<file path="src/sv/wst_pkg.sv">
// ----------------------------------------------------------------------------
// wst_pkg: shared definitions of the wave stencil time step
// Constants, configuration register indexes and the item kind carried down
// the pipeline.
// ----------------------------------------------------------------------------
`default_nettype none

package wst_pkg;

  // Default field width (signed Q2.14 at 16 bits).
  localparam int VALUE_WIDTH_DEF = 16;

  // Gains are unsigned Q0.16.
  localparam int GAIN_WIDTH = 16;
  localparam int FRAC_BITS  = 16;

  // Half of one output LSB, added before the floor shift.
  localparam int ROUND_BIAS = 1 << (FRAC_BITS - 1);

  // Configuration port.
  localparam int CFG_INDEX_WIDTH = 1;
  localparam int CFG_DATA_WIDTH  = GAIN_WIDTH;

  localparam logic [CFG_INDEX_WIDTH-1:0] REG_LAPLACE_GAIN = 1'd0;
  localparam logic [CFG_INDEX_WIDTH-1:0] REG_MASS_GAIN    = 1'd1;

  // Place of the incoming node within its row.
  typedef enum logic [2:0] {
    POS_START = 3'b001,
    POS_ONE   = 3'b010,
    POS_MORE  = 3'b100
  } pos_t;

  // What results one accepted node causes.
  typedef struct packed {
    logic interior;  // an interior node's update is due
    logic pass;      // the incoming node passes through unchanged
    logic last;      // the incoming node ends the row
  } kind_t;

endpackage

`default_nettype wire

</file>
<file path="src/sv/wave_stencil_time_step.sv">
// ----------------------------------------------------------------------------
// wave_stencil_time_step: leapfrog step of a 1-D massive wave equation
// Streams grid nodes of a row and emits their values after one time step.
// ----------------------------------------------------------------------------
// Nodes of one row enter in order, one per cycle unless stalled, carrying the
// current value and the value one step earlier (signed Q2.14 at the default
// width). Each interior node is updated to 2u - p + a*(right - 2u + left) -
// b*u, rounded to nearest (halves up) and saturated, and leaves when its right
// neighbor has arrived, with the old value as the new previous value. The
// first and last nodes of a row pass through unchanged, and tlast marks the
// last one. The datapath is an input register, a product register (two
// multipliers) and a result register. The block takes one node per cycle
// unless stalled; the last node of a row of three or more nodes causes two
// results, and as the result register sends at most one transfer per cycle,
// that node stalls the pipeline while both are sent. The gains (laplace_gain
// at index 0, mass_gain at index 1, unsigned Q0.16) must be written by the
// user only while the stream is idle; the block does not enforce this.
// ----------------------------------------------------------------------------
`default_nettype none

module wave_stencil_time_step
  import wst_pkg::*;
#(
  parameter int VALUE_WIDTH  = VALUE_WIDTH_DEF,
  localparam int DATA_WIDTH  = ((2 * VALUE_WIDTH + 7) / 8) * 8,
  localparam int EXT_WIDTH   = VALUE_WIDTH + 2,
  localparam int PA_WIDTH    = GAIN_WIDTH + 1 + EXT_WIDTH,
  localparam int PB_WIDTH    = GAIN_WIDTH + 1 + VALUE_WIDTH
) (
  input  wire logic                       clk,
  input  wire logic                       rst,
  // Configuration writes.
  input  wire logic                       cfg_we,
  input  wire logic [CFG_INDEX_WIDTH-1:0] cfg_index,
  input  wire logic [CFG_DATA_WIDTH-1:0]  cfg_data,
  // Input nodes.
  input  wire logic                       s_axis_tvalid,
  output logic                            s_axis_tready,
  input  wire logic [DATA_WIDTH-1:0]      s_axis_tdata,  // in_value, in_previous, zero pad
  input  wire logic                       s_axis_tlast,  // row_end
  // Updated nodes.
  output logic                            m_axis_tvalid,
  input  wire logic                       m_axis_tready,
  output logic [DATA_WIDTH-1:0]           m_axis_tdata,  // out_value, out_previous, zero pad
  output logic                            m_axis_tlast   // out_last
);

  logic [GAIN_WIDTH-1:0] laplace_gain;
  logic [GAIN_WIDTH-1:0] mass_gain;

  logic                          in_accept;
  logic signed [VALUE_WIDTH-1:0] in_value;
  logic signed [VALUE_WIDTH-1:0] in_previous;

  logic                          s1_valid;
  logic                          s1_pop;
  kind_t                         s1_kind;
  logic signed [VALUE_WIDTH-1:0] s1_left;
  logic signed [VALUE_WIDTH-1:0] s1_centre;
  logic signed [VALUE_WIDTH-1:0] s1_centre_previous;
  logic signed [VALUE_WIDTH-1:0] s1_value;
  logic signed [VALUE_WIDTH-1:0] s1_previous;

  logic                          s2_valid;
  logic                          s2_pop;
  kind_t                         s2_kind;
  logic signed [EXT_WIDTH-1:0]   s2_base;
  logic signed [PA_WIDTH-1:0]    s2_prod_laplace;
  logic signed [PB_WIDTH-1:0]    s2_prod_mass;
  logic signed [VALUE_WIDTH-1:0] s2_centre;
  logic signed [VALUE_WIDTH-1:0] s2_value;
  logic signed [VALUE_WIDTH-1:0] s2_previous;

  logic signed [VALUE_WIDTH-1:0] out_value;
  logic signed [VALUE_WIDTH-1:0] out_previous;

  // Gain registers.
  always_ff @(posedge clk) begin
    if (rst) begin
      laplace_gain <= '0;
      mass_gain    <= '0;
    end else if (cfg_we) begin
      case (cfg_index)
        REG_LAPLACE_GAIN: laplace_gain <= cfg_data;
        REG_MASS_GAIN:    mass_gain    <= cfg_data;
        default: begin
        end
      endcase
    end
  end

  // Input unpacking and handshake.
  assign in_value      = s_axis_tdata[VALUE_WIDTH-1:0];
  assign in_previous   = s_axis_tdata[2*VALUE_WIDTH-1:VALUE_WIDTH];
  assign s_axis_tready = ~s1_valid | s1_pop;
  assign in_accept     = s_axis_tvalid & s_axis_tready;

  wst_window #(
    .VALUE_WIDTH(VALUE_WIDTH)
  ) u_window (
    .clk            (clk),
    .rst            (rst),
    .in_accept      (in_accept),
    .in_value       (in_value),
    .in_previous    (in_previous),
    .row_end        (s_axis_tlast),
    .pop            (s1_pop),
    .valid          (s1_valid),
    .kind           (s1_kind),
    .left           (s1_left),
    .centre         (s1_centre),
    .centre_previous(s1_centre_previous),
    .node_value     (s1_value),
    .node_previous  (s1_previous)
  );

  wst_product #(
    .VALUE_WIDTH(VALUE_WIDTH)
  ) u_product (
    .clk            (clk),
    .rst            (rst),
    .laplace_gain   (laplace_gain),
    .mass_gain      (mass_gain),
    .in_valid       (s1_valid),
    .in_kind        (s1_kind),
    .left           (s1_left),
    .centre         (s1_centre),
    .centre_previous(s1_centre_previous),
    .node_value     (s1_value),
    .node_previous  (s1_previous),
    .in_pop         (s1_pop),
    .pop            (s2_pop),
    .valid          (s2_valid),
    .kind           (s2_kind),
    .base           (s2_base),
    .prod_laplace   (s2_prod_laplace),
    .prod_mass      (s2_prod_mass),
    .centre_out     (s2_centre),
    .pass_value     (s2_value),
    .pass_previous  (s2_previous)
  );

  wst_combine #(
    .VALUE_WIDTH(VALUE_WIDTH)
  ) u_combine (
    .clk          (clk),
    .rst          (rst),
    .in_valid     (s2_valid),
    .kind         (s2_kind),
    .base         (s2_base),
    .prod_laplace (s2_prod_laplace),
    .prod_mass    (s2_prod_mass),
    .centre       (s2_centre),
    .pass_value   (s2_value),
    .pass_previous(s2_previous),
    .in_pop       (s2_pop),
    .out_valid    (m_axis_tvalid),
    .out_ready    (m_axis_tready),
    .out_value    (out_value),
    .out_previous (out_previous),
    .out_last     (m_axis_tlast)
  );

  // Output packing.
  assign m_axis_tdata = DATA_WIDTH'({out_previous, out_value});

  // Every item left in the pipeline causes at least one result.
  assert property (@(posedge clk) disable iff (rst)
    s2_valid |-> (s2_kind.interior || s2_kind.pass))
    else $error("pipeline item without any result");

  // An interior update and a pass-through together only occur at a row end.
  assert property (@(posedge clk) disable iff (rst)
    (s1_valid && s1_kind.interior && s1_kind.pass) |-> s1_kind.last)
    else $error("double result away from the row end");

  // After reset no result is offered.
  assert property (@(posedge clk) rst |=> !m_axis_tvalid)
    else $error("result offered right after reset");

endmodule

`default_nettype wire

</file>
<file path="src/sv/wst_window.sv">
// ----------------------------------------------------------------------------
// wst_window: three-node window and input register
// Tracks the position in the row, keeps the two most recent nodes and
// registers each node that causes results together with its window.
// ----------------------------------------------------------------------------
`default_nettype none

module wst_window
  import wst_pkg::*;
#(
  parameter int VALUE_WIDTH = VALUE_WIDTH_DEF
) (
  input  wire logic                          clk,
  input  wire logic                          rst,
  input  wire logic                          in_accept,
  input  wire logic signed [VALUE_WIDTH-1:0] in_value,
  input  wire logic signed [VALUE_WIDTH-1:0] in_previous,
  input  wire logic                          row_end,
  input  wire logic                          pop,
  output logic                               valid,
  output kind_t                              kind,
  output logic signed [VALUE_WIDTH-1:0]      left,
  output logic signed [VALUE_WIDTH-1:0]      centre,
  output logic signed [VALUE_WIDTH-1:0]      centre_previous,
  output logic signed [VALUE_WIDTH-1:0]      node_value,
  output logic signed [VALUE_WIDTH-1:0]      node_previous
);

  pos_t                         position;
  pos_t                         position_next;
  logic signed [VALUE_WIDTH-1:0] value_two_back;
  logic signed [VALUE_WIDTH-1:0] value_one_back;
  logic signed [VALUE_WIDTH-1:0] previous_one_back;
  kind_t                        kind_next;
  logic                         shift_window;

  // Decide the results of the incoming node and the next row position.
  always_comb begin
    kind_next     = '0;
    position_next = position;
    shift_window  = 1'b0;
    kind_next.last = row_end;
    case (position)
      POS_START: begin
        kind_next.pass = 1'b1;
        if (!row_end) begin
          position_next = POS_ONE;
          shift_window  = 1'b1;
        end
      end
      POS_ONE, POS_MORE: begin
        kind_next.interior = (position == POS_MORE);
        kind_next.pass     = row_end;
        if (row_end) begin
          position_next = POS_START;
        end else begin
          position_next = POS_MORE;
          shift_window  = 1'b1;
        end
      end
      default: begin
        // Unknown codes behave as two or more nodes seen.
        kind_next.interior = 1'b1;
        kind_next.pass     = row_end;
        if (row_end) begin
          position_next = POS_START;
        end else begin
          position_next = POS_MORE;
          shift_window  = 1'b1;
        end
      end
    endcase
  end

  // Window state, updated on every input transfer.
  always_ff @(posedge clk) begin
    if (rst) begin
      position          <= POS_START;
      value_two_back    <= '0;
      value_one_back    <= '0;
      previous_one_back <= '0;
    end else if (in_accept) begin
      position <= position_next;
      if (shift_window) begin
        value_two_back    <= value_one_back;
        value_one_back    <= in_value;
        previous_one_back <= in_previous;
      end
    end
  end

  // Input register valid flag. A node that causes no result is dropped here.
  always_ff @(posedge clk) begin
    if (rst) begin
      valid <= 1'b0;
    end else if (in_accept) begin
      valid <= kind_next.interior | kind_next.pass;
    end else if (pop) begin
      valid <= 1'b0;
    end
  end

  // Input register payload.
  always_ff @(posedge clk) begin
    if (in_accept) begin
      kind            <= kind_next;
      left            <= value_two_back;
      centre          <= value_one_back;
      centre_previous <= previous_one_back;
      node_value      <= in_value;
      node_previous   <= in_previous;
    end
  end

endmodule

`default_nettype wire

</file>
<file path="src/sv/wst_product.sv">
// ----------------------------------------------------------------------------
// wst_product: stencil products
// Forms the Laplacian and the two gain products of the window and
// registers them with the pass-through fields.
// ----------------------------------------------------------------------------
`default_nettype none

module wst_product
  import wst_pkg::*;
#(
  parameter int VALUE_WIDTH = VALUE_WIDTH_DEF,
  localparam int EXT_WIDTH  = VALUE_WIDTH + 2,
  localparam int PA_WIDTH   = GAIN_WIDTH + 1 + EXT_WIDTH,
  localparam int PB_WIDTH   = GAIN_WIDTH + 1 + VALUE_WIDTH
) (
  input  wire logic                          clk,
  input  wire logic                          rst,
  input  wire logic [GAIN_WIDTH-1:0]         laplace_gain,
  input  wire logic [GAIN_WIDTH-1:0]         mass_gain,
  input  wire logic                          in_valid,
  input  wire kind_t                         in_kind,
  input  wire logic signed [VALUE_WIDTH-1:0] left,
  input  wire logic signed [VALUE_WIDTH-1:0] centre,
  input  wire logic signed [VALUE_WIDTH-1:0] centre_previous,
  input  wire logic signed [VALUE_WIDTH-1:0] node_value,
  input  wire logic signed [VALUE_WIDTH-1:0] node_previous,
  output logic                               in_pop,
  input  wire logic                          pop,
  output logic                               valid,
  output kind_t                              kind,
  output logic signed [EXT_WIDTH-1:0]        base,
  output logic signed [PA_WIDTH-1:0]         prod_laplace,
  output logic signed [PB_WIDTH-1:0]         prod_mass,
  output logic signed [VALUE_WIDTH-1:0]      centre_out,
  output logic signed [VALUE_WIDTH-1:0]      pass_value,
  output logic signed [VALUE_WIDTH-1:0]      pass_previous
);

  logic signed [EXT_WIDTH-1:0]  laplacian;
  logic signed [EXT_WIDTH-1:0]  base_next;
  logic signed [GAIN_WIDTH:0]   laplace_s;
  logic signed [GAIN_WIDTH:0]   mass_s;
  logic signed [PA_WIDTH-1:0]   prod_laplace_next;
  logic signed [PB_WIDTH-1:0]   prod_mass_next;

  // The stage takes a new item when empty or when its item moves on.
  assign in_pop = in_valid & (~valid | pop);

  // Laplacian, leapfrog base and the two gain products.
  always_comb begin
    laplace_s = $signed({1'b0, laplace_gain});
    mass_s    = $signed({1'b0, mass_gain});
    laplacian = EXT_WIDTH'(node_value) - (EXT_WIDTH'(centre) <<< 1) + EXT_WIDTH'(left);
    base_next = (EXT_WIDTH'(centre) <<< 1) - EXT_WIDTH'(centre_previous);
    prod_laplace_next = laplace_s * laplacian;
    prod_mass_next    = mass_s * centre;
  end

  always_ff @(posedge clk) begin
    if (rst) begin
      valid <= 1'b0;
    end else if (in_pop) begin
      valid <= 1'b1;
    end else if (pop) begin
      valid <= 1'b0;
    end
  end

  always_ff @(posedge clk) begin
    if (in_pop) begin
      kind          <= in_kind;
      base          <= base_next;
      prod_laplace  <= prod_laplace_next;
      prod_mass     <= prod_mass_next;
      centre_out    <= centre;
      pass_value    <= node_value;
      pass_previous <= node_previous;
    end
  end

endmodule

`default_nettype wire

</file>
<file path="src/sv/wst_combine.sv">
// ----------------------------------------------------------------------------
// wst_combine: sum, rounding, saturation and result register
// Adds the products, rounds to nearest, saturates and loads the result
// register; an item with two results is sent out over two transfers.
// ----------------------------------------------------------------------------
`default_nettype none

module wst_combine
  import wst_pkg::*;
#(
  parameter int VALUE_WIDTH = VALUE_WIDTH_DEF,
  localparam int EXT_WIDTH  = VALUE_WIDTH + 2,
  localparam int PA_WIDTH   = GAIN_WIDTH + 1 + EXT_WIDTH,
  localparam int PB_WIDTH   = GAIN_WIDTH + 1 + VALUE_WIDTH,
  localparam int SUM_WIDTH  = PA_WIDTH + 2
) (
  input  wire logic                          clk,
  input  wire logic                          rst,
  input  wire logic                          in_valid,
  input  wire kind_t                         kind,
  input  wire logic signed [EXT_WIDTH-1:0]   base,
  input  wire logic signed [PA_WIDTH-1:0]    prod_laplace,
  input  wire logic signed [PB_WIDTH-1:0]    prod_mass,
  input  wire logic signed [VALUE_WIDTH-1:0] centre,
  input  wire logic signed [VALUE_WIDTH-1:0] pass_value,
  input  wire logic signed [VALUE_WIDTH-1:0] pass_previous,
  output logic                               in_pop,
  output logic                               out_valid,
  input  wire logic                          out_ready,
  output logic signed [VALUE_WIDTH-1:0]      out_value,
  output logic signed [VALUE_WIDTH-1:0]      out_previous,
  output logic                               out_last
);

  logic                          load;
  logic                          send_interior;
  logic                          interior_done;
  logic signed [SUM_WIDTH-1:0]   total;
  logic signed [SUM_WIDTH-1:0]   shifted;
  logic signed [VALUE_WIDTH-1:0] update;

  // The result register can take a new result when empty or being drained.
  assign load = ~out_valid | out_ready;

  // The interior update goes first; a pass-through of the same item follows.
  assign send_interior = kind.interior & ~interior_done;
  assign in_pop = in_valid & load & ~(send_interior & kind.pass);

  // Exact total, round half up, floor shift and saturate.
  always_comb begin
    total = (SUM_WIDTH'(base) <<< FRAC_BITS) + SUM_WIDTH'(prod_laplace)
          - SUM_WIDTH'(prod_mass) + SUM_WIDTH'(ROUND_BIAS);
    shifted = total >>> FRAC_BITS;
    if (!shifted[SUM_WIDTH-1] && (|shifted[SUM_WIDTH-2:VALUE_WIDTH-1])) begin
      update = {1'b0, {(VALUE_WIDTH-1){1'b1}}};
    end else if (shifted[SUM_WIDTH-1] && !(&shifted[SUM_WIDTH-2:VALUE_WIDTH-1])) begin
      update = {1'b1, {(VALUE_WIDTH-1){1'b0}}};
    end else begin
      update = shifted[VALUE_WIDTH-1:0];
    end
  end

  // Result valid flag and the marker for a half-sent item.
  always_ff @(posedge clk) begin
    if (rst) begin
      out_valid     <= 1'b0;
      interior_done <= 1'b0;
    end else if (load) begin
      out_valid <= in_valid;
      if (in_valid) begin
        interior_done <= send_interior & kind.pass;
      end
    end
  end

  // Result payload.
  always_ff @(posedge clk) begin
    if (load && in_valid) begin
      if (send_interior) begin
        out_value    <= update;
        out_previous <= centre;
        out_last     <= 1'b0;
      end else begin
        out_value    <= pass_value;
        out_previous <= pass_previous;
        out_last     <= kind.last;
      end
    end
  end

endmodule

`default_nettype wire

</file>
<file path="config.mk">
export PLATFORM = sky130hd
export DESIGN_NAME = wave_stencil_time_step
export DESIGN_NICKNAME = d
export VERILOG_FILES = /design/src/sv/wst_pkg.sv /design/src/sv/wave_stencil_time_step.sv /design/src/sv/wst_window.sv /design/src/sv/wst_product.sv /design/src/sv/wst_combine.sv
export SDC_FILE = /design/constraint.sdc
export NUM_CORES = 2
export LEC_CHECK = 0
export BUFFER_PORTS_ARGS = -buffer_cell sky130_fd_sc_hd__buf_2
export CAP_MARGIN = 0
export CORE_ASPECT_RATIO = 2
export CORE_MARGIN = 2
export CORE_UTILIZATION = 40
export DETAILED_ROUTE_END_ITERATION = 12
export GPL_TIMING_DRIVEN = 0
export PLACE_DENSITY_LB_ADDON = 0.3
export SLEW_MARGIN = 20
export SYNTH_ARGS = -nofsm -noshare
export SYNTH_HDL_FRONTEND = slang
export SYNTH_SLANG_ARGS = --single-unit
export TNS_END_PERCENT = 30
</file>
<file path="constraint.sdc">
create_clock -name clk -period 11.01 [get_ports clk]
set_clock_uncertainty 0.05 [all_clocks]
set_input_delay 1.101 -clock clk [delete_from_list [all_inputs] [get_ports clk]]
set_output_delay 1.101 -clock clk [all_outputs]
set_load 0.02 [all_outputs]
</file>
==> impl_results.md <==
* Status: completed
* # diodes at 0
* Clk sinks at 340
* CTS tree: done
* R2R setup slack at 0.37 ns
* CTS clk-pin slew, worst paths at 0.07 ns
* Bufs on Longest Clock Path at 3
* Finished Layout Cells at 5,100
* Die height at 428.0 um
* FF+latch count, synth at 340
* Multi-input logic area at 23,170 sq um
* Avg Inst Size Synth at 9.564 sq um
* Post-synthesis cell area at 35,960 sq um
* Detailed placement HPWL at 90,190 um
* Max-cap viol count at 0
* Hold Path Class: reg -> reg
* Most common cell in the netlist: inv_1
* Crit-path most repeated cell: fa_1
* Slew margin rel. at 19.39%
* Dpl ws at -0.7376 ns
* Crit path DAT at 10.86 ns
* Min Tclk post-route at 10.64 ns
* CTS Hold Buffers Added at 0
* Area Growth Syn to Fin at 9.311%
* Compound-Gate Fraction of Synth Area at 7.787%
* Setup crit end kind: flip-flop
* Ranking of synthesized cells by area: fa_1 29%, edfxtp_1 21%, ha_1 10%, inv_1 8.3%, nand2_1 6.1%
* Slowest stage delay, CP at 0.89 ns
* Top_reg_cell synth: edfxtp_1
* Placed Cells at 5,032
* Total CTS buffers at 34
* Top cell type's share of synthesized area at 28.78%
* Asr flop ratio synth at 0%
* Maximum clock frequency at 93.96 MHz
* Max FO, Critical Path at 10
* Sequential Area at 9339 sq um
* Worst VDD drop at 0.1143 mV
* Vias in the first global route at 28,140
* Simple-gate share of the synthesized area at 14.40%
* Largest net degree at the start of global routing at 57
* Syn nets at 4,625
* DRT Wirelength at 105,900 um
* Mux share of post-synthesis cell area at 0.1148%
* Post-DR wirelength/cell at 20.77 um
* Initial drt markers at 1,076
* Largest family of logic cells by synthesized area: adder cells
* Clock latency on the worst-skew pair at 0.58 ns
* Commonest cells post-synth: 797 x inv_1, 583 x nand2_1, 517 x fa_1, 293 x ha_1, 253 x edfxtp_1
* Final hold vios at 0
* Filler Cells Inserted at 8,845
* Placed cell area at 38,040 sq um
* Fin. max-slew vios at 0
* Post-Synth Adder-Cell Area at 39.14%
* Port bufs at 88
* Pwr dens at 185.3 nW/um^2
* Num ports at 90
* Sequential fraction of the synthesis area at 25.97%
* Initial Utilization at 40.31%
* Area of the core at 89,210 sq um
* Period utilisation layout at 96.67%
* Final worst-path setup slack at 0.3668 ns
* Vias at 25,940
* Final Instance Area at 39,310 sq um
* Crit Path Class: reg -> reg
* First-pass GRT wire length at 160,700 um
* Placer Congestion at 0.9433
* Fin nets at 4,763
* Die area at 92,460 sq um
* Total gr overflow at 0
* Slowest CP cell: xnor2_1
* Unrepaired setup endpoints after global routing: no
* Setup-failing EPs final at 0
* YS warnings at 0
* Post-Syn Instances at 3,760
* Row cnt at 155
* Antenna-violating nets left at 0
* DRC Markers at 0
* Netlist cell types at 68
* Root Driver: clkbuf_16
* Number of flops mapped to enable cells by yosys at 253
* Post-synth top area cell: fa_1
* TNS Setup at 0 ns
* Worst path required time at 11.23 ns
* Startpoint types: flip-flop
* Fraction of layout cells with a size suffix above 1 at 5.710%
* Synth Area in XOR/XNOR at 2.728%
* Worst slew pin tran at 1.200 ns
* Initial antenna violation count at 2
* GR Util All Layers at 23.21%
* Vias/cell at 5.085
* H-tree depth at 2
* DRT Pass-1 Iters at 7
* LEAKAGE at 18.35 nW
* DIE WIDTH at 216.0 um
==> through the flow <==
stage	utilization, %	hold WS, ns	total power [mW]
floorplan	-	0.3503	4.781
global placement	42.45	0.3505	6.025
detailed placement	42.64	0.3545	6.084
CTS	44.01	0.3658	7.331
global route	44.06	0.3740	7.900
finish	44.06	0.3670	7.285
==> cell families after synthesis <==
kind of cell	after synthesis
simple gates	1112
compound gates	437
buf+inv	939
mux	4
fa+ha+maj	816
xor+xnor	112
flops	340
==> routing by layer <==
layer  GRT usage, %  vias up  share of wire (%)  wire, um
li1               -    11980                  -         -
met2          45.73      670                 56     59430
met1          21.33    12950                 32     33390
met3          2.151      339                3.1      3258
met4          18.06        0                9.3      9865
met5              0        -                  0         0
==> worst paths after layout <==
kind                                                start                          to  cells past startpoint
worst min-delay path            u_window.node_previous[7]  u_product.pass_previous[7]                      0
worst max-delay path                   u_window.centre[3]  u_product.prod_laplace[34]                     32
worst max register to register         u_window.centre[3]  u_product.prod_laplace[34]                     32
worst min register to register  u_window.node_previous[7]  u_product.pass_previous[7]                      0
==> placed cells by master (no fill, tap or decap), types with 13 or more instances in the layout <==
cell	n
inv_1	795
nand2_1	583
fa_1	517
ha_1	293
edfxtp_1	253
and2_1	204
a21oi_1	190
clkbuf_1	133
nor2_1	93
buf_2	91
dfxtp_1	87
xnor2_1	75
nand3_1	68
o21ai_0	65
nor2b_1	39
a21o_1	39
nand2b_1	36
clkbuf_16	36
xor2_1	29
nor3_1	27
o21a_1	21
o21bai_1	14
or2_2	13
o211a_1	13
==> state kept, by name, summed over array words and instances (netlist names), 3 cells and up <==
name	flops
u_product.prod_laplace	35
u_product.prod_mass	33
u_product.base	18
laplace_gain	16
mass_gain	16
u_combine.out_previous	16
u_combine.out_value	16
u_product.centre_out	16
u_product.pass_previous	16
u_product.pass_value	16
u_window.centre	16
u_window.centre_previous	16
u_window.left	16
u_window.node_previous	16
u_window.node_value	16
u_window.previous_one_back	16
u_window.value_one_back	16
u_window.value_two_back	16
u_product.kind	3
u_window.kind	3
u_window.position	3
==> where the power goes <==
group,internal [mW],switching [mW]
combinational,1.60,2.75
clock,0.649,0.554
sequential,1.64,0.0937
==> critical path, delay by kind of cell (launching register included) <==
family	cells	cell delay [ns]
buffers and inverters	6	1.07
flip-flops	1	0.73
adder cells (fa/ha/maj)	9	3.88
XOR/XNOR	2	1.23
AO/OA/AOI/OAI	11	2.53
AND/OR/NAND/NOR	4	0.86
==> final cells by class <==
type / count / area share [%]
buffer: 140 / 1.401
clock buffer: 43 / 2.410
clock inverter: 18 / 0.4456
inverter: 797 / 7.617
multi-input combinational: 2481 / 58.95
sequential: 340 / 23.76
tap: 1177 / 3.746
timing repair buffer: 104 / 1.674
==> what timing repair did <==
action,CTS,global route
gates resized for setup,13,4
setup endpoints to repair,9,5
pin swaps,0,0
setup buffers,4,5
Power figures use the tool's default switching activity.
